## src/hw/rtl/bom_pkg.sv

```systemverilog
// shared constants and types for the buffer overlap marker
package bom_pkg;

    localparam int MAX_ENTRIES = 64;
    localparam int ADDR_BITS   = 40;
    localparam int IDX_W       = $clog2(MAX_ENTRIES);
    localparam int CNT_W       = $clog2(MAX_ENTRIES + 1);

    typedef logic [ADDR_BITS-1:0] t_addr;
    typedef logic [IDX_W-1:0]     t_idx;
    typedef logic [CNT_W-1:0]     t_cnt;

endpackage

```

## src/hw/rtl/bom_overlap.sv

```systemverilog
// half-open interval overlap test shared by every comparison step
module bom_overlap (
    input  bom_pkg::t_addr i_a,
    input  bom_pkg::t_addr i_sa,
    input  bom_pkg::t_addr i_b,
    input  bom_pkg::t_addr i_sb,
    output logic           o_hit
);
    import bom_pkg::*;

    logic [ADDR_BITS:0] end_a;
    logic [ADDR_BITS:0] end_b;

    // zero size never overlaps; otherwise each start lies below the other's end
    always_comb begin
        end_a = {1'b0, i_a} + {1'b0, i_sa};
        end_b = {1'b0, i_b} + {1'b0, i_sb};
        o_hit = (i_sa != '0) && (i_sb != '0)
             && ({1'b0, i_a} < end_b) && ({1'b0, i_b} < end_a);
    end

endmodule

```

## config.mk

```make
export PLATFORM = sky130hd
export DESIGN_NAME = bom_overlap
export DESIGN_NICKNAME = d
export VERILOG_FILES = /design/src/hw/rtl/bom_pkg.sv /design/src/hw/rtl/bom_overlap.sv
export SDC_FILE = /design/constraint.sdc
export NUM_CORES = 1
export LEC_CHECK = 0
export ABC_AREA = 1
export BUFFER_PORTS_ARGS = -buffer_cell sky130_fd_sc_hd__buf_4
export CORE_MARGIN = 2
export CORE_UTILIZATION = 58
export DETAILED_ROUTE_END_ITERATION = 8
export PLACE_DENSITY_LB_ADDON = 0.05
export SETUP_SLACK_MARGIN = 0.02
export SLEW_MARGIN = 0
export SYNTH_ARGS = -nofsm -noshare
export SYNTH_HDL_FRONTEND = slang
export SYNTH_SLANG_ARGS = --single-unit
```

## constraint.sdc

```tcl
create_clock -name vclk -period 5.2
set_input_delay 1.04 -clock vclk [all_inputs]
set_output_delay 1.04 -clock vclk [all_outputs]
set_load 0.005 [all_outputs]
```

==> run_results.csv <==
group,metric,value,unit
run_status,outcome,"completed",
route,vias_per_cell,5.98,
timing,timing.final.setup_violations,0,
final_layout,layout_common_cells,"239 x nand2_1, 199 x buf_4, 161 x nor2_1",
critical_path,critical_path.endpoint_type,"output port",
placed_design,io_buffer_count,161,
timing,setup_tns,0,ns
global_route,antenna_found_initial,0,
critical_path,cpLargestDelayFamily,"simple AND/OR/NAND/NOR gates",
route,via_count,9406,
route,average_wire_per_cell_in_the_routed_design,18.5,µm
timing,timing.final.max_slew_violations,0,
final_layout,nets_final,1726,
timing,period_minus_slack,5.08,ns
critical_path,worstPathMaxFanout,4,
power_and_ir_drop,peakVddDrop,0.100,mV
clock_tree,hold_buffers,0,
min_path,depth_of_the_worst_hold_timing_path,6,
timing,fin_crit_sh,97.7,%
final_layout,regArea,0,µm²
critical_path,crit_path_frequent_cell,"nand2_1",
yosys,postSynthNetCount,1523,
critical_path,critical_path.max_stage_delay,0.39,ns
placed_design,numPlacedInstances,1561,
floorplanning,floorplan.die.width,115,µm
final_layout,final.clkbuf_count,0,
route,detail_route.iter0.violations,810,
timing,setup_ws,0.122,ns
route,drc,0,
critical_path,critical-path-slowest-cell,"ha_2",
final_layout,flow.area_growth_from_synthesis,33.9,%
floorplanning,die-area,13300,µm²
placed_design,place.detailed.hpwl,24.6,mm
placed_design,dp_slack,-0.00155,ns
critical_path,cp_data_arrival_time,4.04,ns
floorplanning,core_region_area,12100,µm²
critical_path,startpoint_type,"input pin",
yosys,synth.yosys.seq_area_share,0,%
placed_design,gpl.final_weighted_congestion,1.06,
floorplanning,die_height,115,µm
timing,report.final.hold_viol_count,0,
yosys,yosysWarnings,0,
timing,slew_limit_headroom,61.1,%
critical_path,critical_path_depth,24,
global_route,vias_in_the_first_global_route,8368,
final_layout,layout.cells.non_filler,1572,
timing,worst_pin_slew,0.579,ns
global_route,gr-total-overflow,0,
route,postRouteWirelength,29.2,mm
floorplanning,row_count,40,
critical_path,required,4.16,ns
global_route,grt_start_max_net_pins,7,
route,detail-route-antenna-nets,0,
final_layout,finish.utilization,79.6,%
global_route,grt_first_pass_wirelength,41.3,mm
floorplanning,top_level_ports,161,
critical_path,critical_path.cell_chain,"buf_4 -> ha_2 -> nand2_2 -> nor2_1 -> inv_1 -> nor3_4 -> a211oi_2 -> buf_4 -> xor2_1 -> ha_1 -> nand2_1 -> nor2_2 -> nand4_1 -> nor2_1 -> nand2_1 -> nand3_1 -> nand2_1 -> nand2_1 -> nand2_1 -> nand2_1 -> nand2_1 -> a21oi_2 -> nor2_1 -> buf_4",
final_layout,antenna_cells_inserted,0,
flow_run,max-cap-violations,0,
final_layout,fraction_of_layout_instances_using_a_drive_strength_above_1,25.6,%
yosys,syn-cell-area,7170,µm²
power_and_ir_drop,power.leakage,0.00452,µW
final_layout,seq_cell_count,0,
power_and_ir_drop,cellPowerDensity,142,nW/µm²
timing,clock.fmax,197,MHz
yosys,post_synth.cell_area_avg,5.96,µm²
floorplanning,initial_core_util,59.5,%
critical_path,kind_of_critical_path,"input pin to output port",
critical_path,critical_path_buf_inv_count,4,
route,detailedRoute.firstPassIterationCount,5,
final_layout,fillers,953,
yosys,synth_cells,1203,
yosys,synth.distinct_cells,37,
final_layout,mostFrequentLayoutCell,"nand2_1",
global_route,globalRouteTotalUtil,40.0,%
min_path,holdCritPathClass,"input pin to output port",
## cell usage after synthesis (11+ instances only)
cell type,count,area share [%]
nand2_1,259,14
nor2_1,181,9.5
ha_1,158,28
inv_1,133,7.0
a21oi_1,124,8.7
o21ai_0,62,4.3
nand3_1,47,3.3
xnor2_1,41,5.0
xor2_1,33,4.0
nor3_1,17,1.2
nor4_1,17,1.5
nand4_1,16,1.4
a31oi_1,15,1.3
a21o_1,14,1.5
o21a_1,12,1.3
a21oi_2,11,1.3
## area by class of cell
type                       instances  area (µm²)  area share [%]
timing repair buffer             201        1520            15.8
multi-input combinational       1070        7370            76.8
tap                              168         210            2.19
inverter                         133         499            5.20
## what timing repair did
action	4_1_cts	5_1_grt
setup buffers	0	11
gates cloned	0	0
hold endpoints to repair	0	0
pin swaps	0	43
setup endpoints to repair	1	1
resized for setup	4	145
## worst paths after layout
check / to / slack (ns) / startpoint
worst max-delay path: o_hit / 0.12 / i_sb[13]
worst min-delay path: o_hit / 2.65 / i_a[38]
## where the power goes
part	total, µW	switching [µW]	internal, µW
logic	1360	791	569
clock network	0	0	0
registers	0	0	0
## layer usage
| metal | GRT usage [%] | up-vias | routed length [µm] |
|---|---|---|---|
| li1 | - | 4529 | - |
| met1 | 54.9 | 4266 | 11800 |
| met2 | 67.4 | 512 | 13300 |
| met3 | 3.74 | 99 | 2630 |
| met4 | 9.80 | 0 | 1420 |
| met5 | 0 | - | 0 |
## kinds of logic (layout without fill, tap and decap cells)
kind of cell | count (synthesis) | after routing | share of synthesized area (%)
AO/OA/AOI/OAI | 275 | 275 | 22.5
buffers and inverters | 133 | 334 | 6.96
XOR/XNOR | 74 | 74 | 9.04
adder cells (fa/ha/maj) | 160 | 160 | 28.1
AND/OR/NAND/NOR | 561 | 561 | 33.4
## stage by stage
step	total power, µW	hold WS, ns	area, µm²
5_1_grt	1490	2.68	9600
4_1_cts	1190	2.66	8810
3_3_place_gp	1160	2.67	8810
2_1_floorplan	778	2.40	7170
3_5_place_dp	1180	2.66	8810
6_report	1360	2.65	9600
Note: power is estimated with default switching activity, not from simulation.
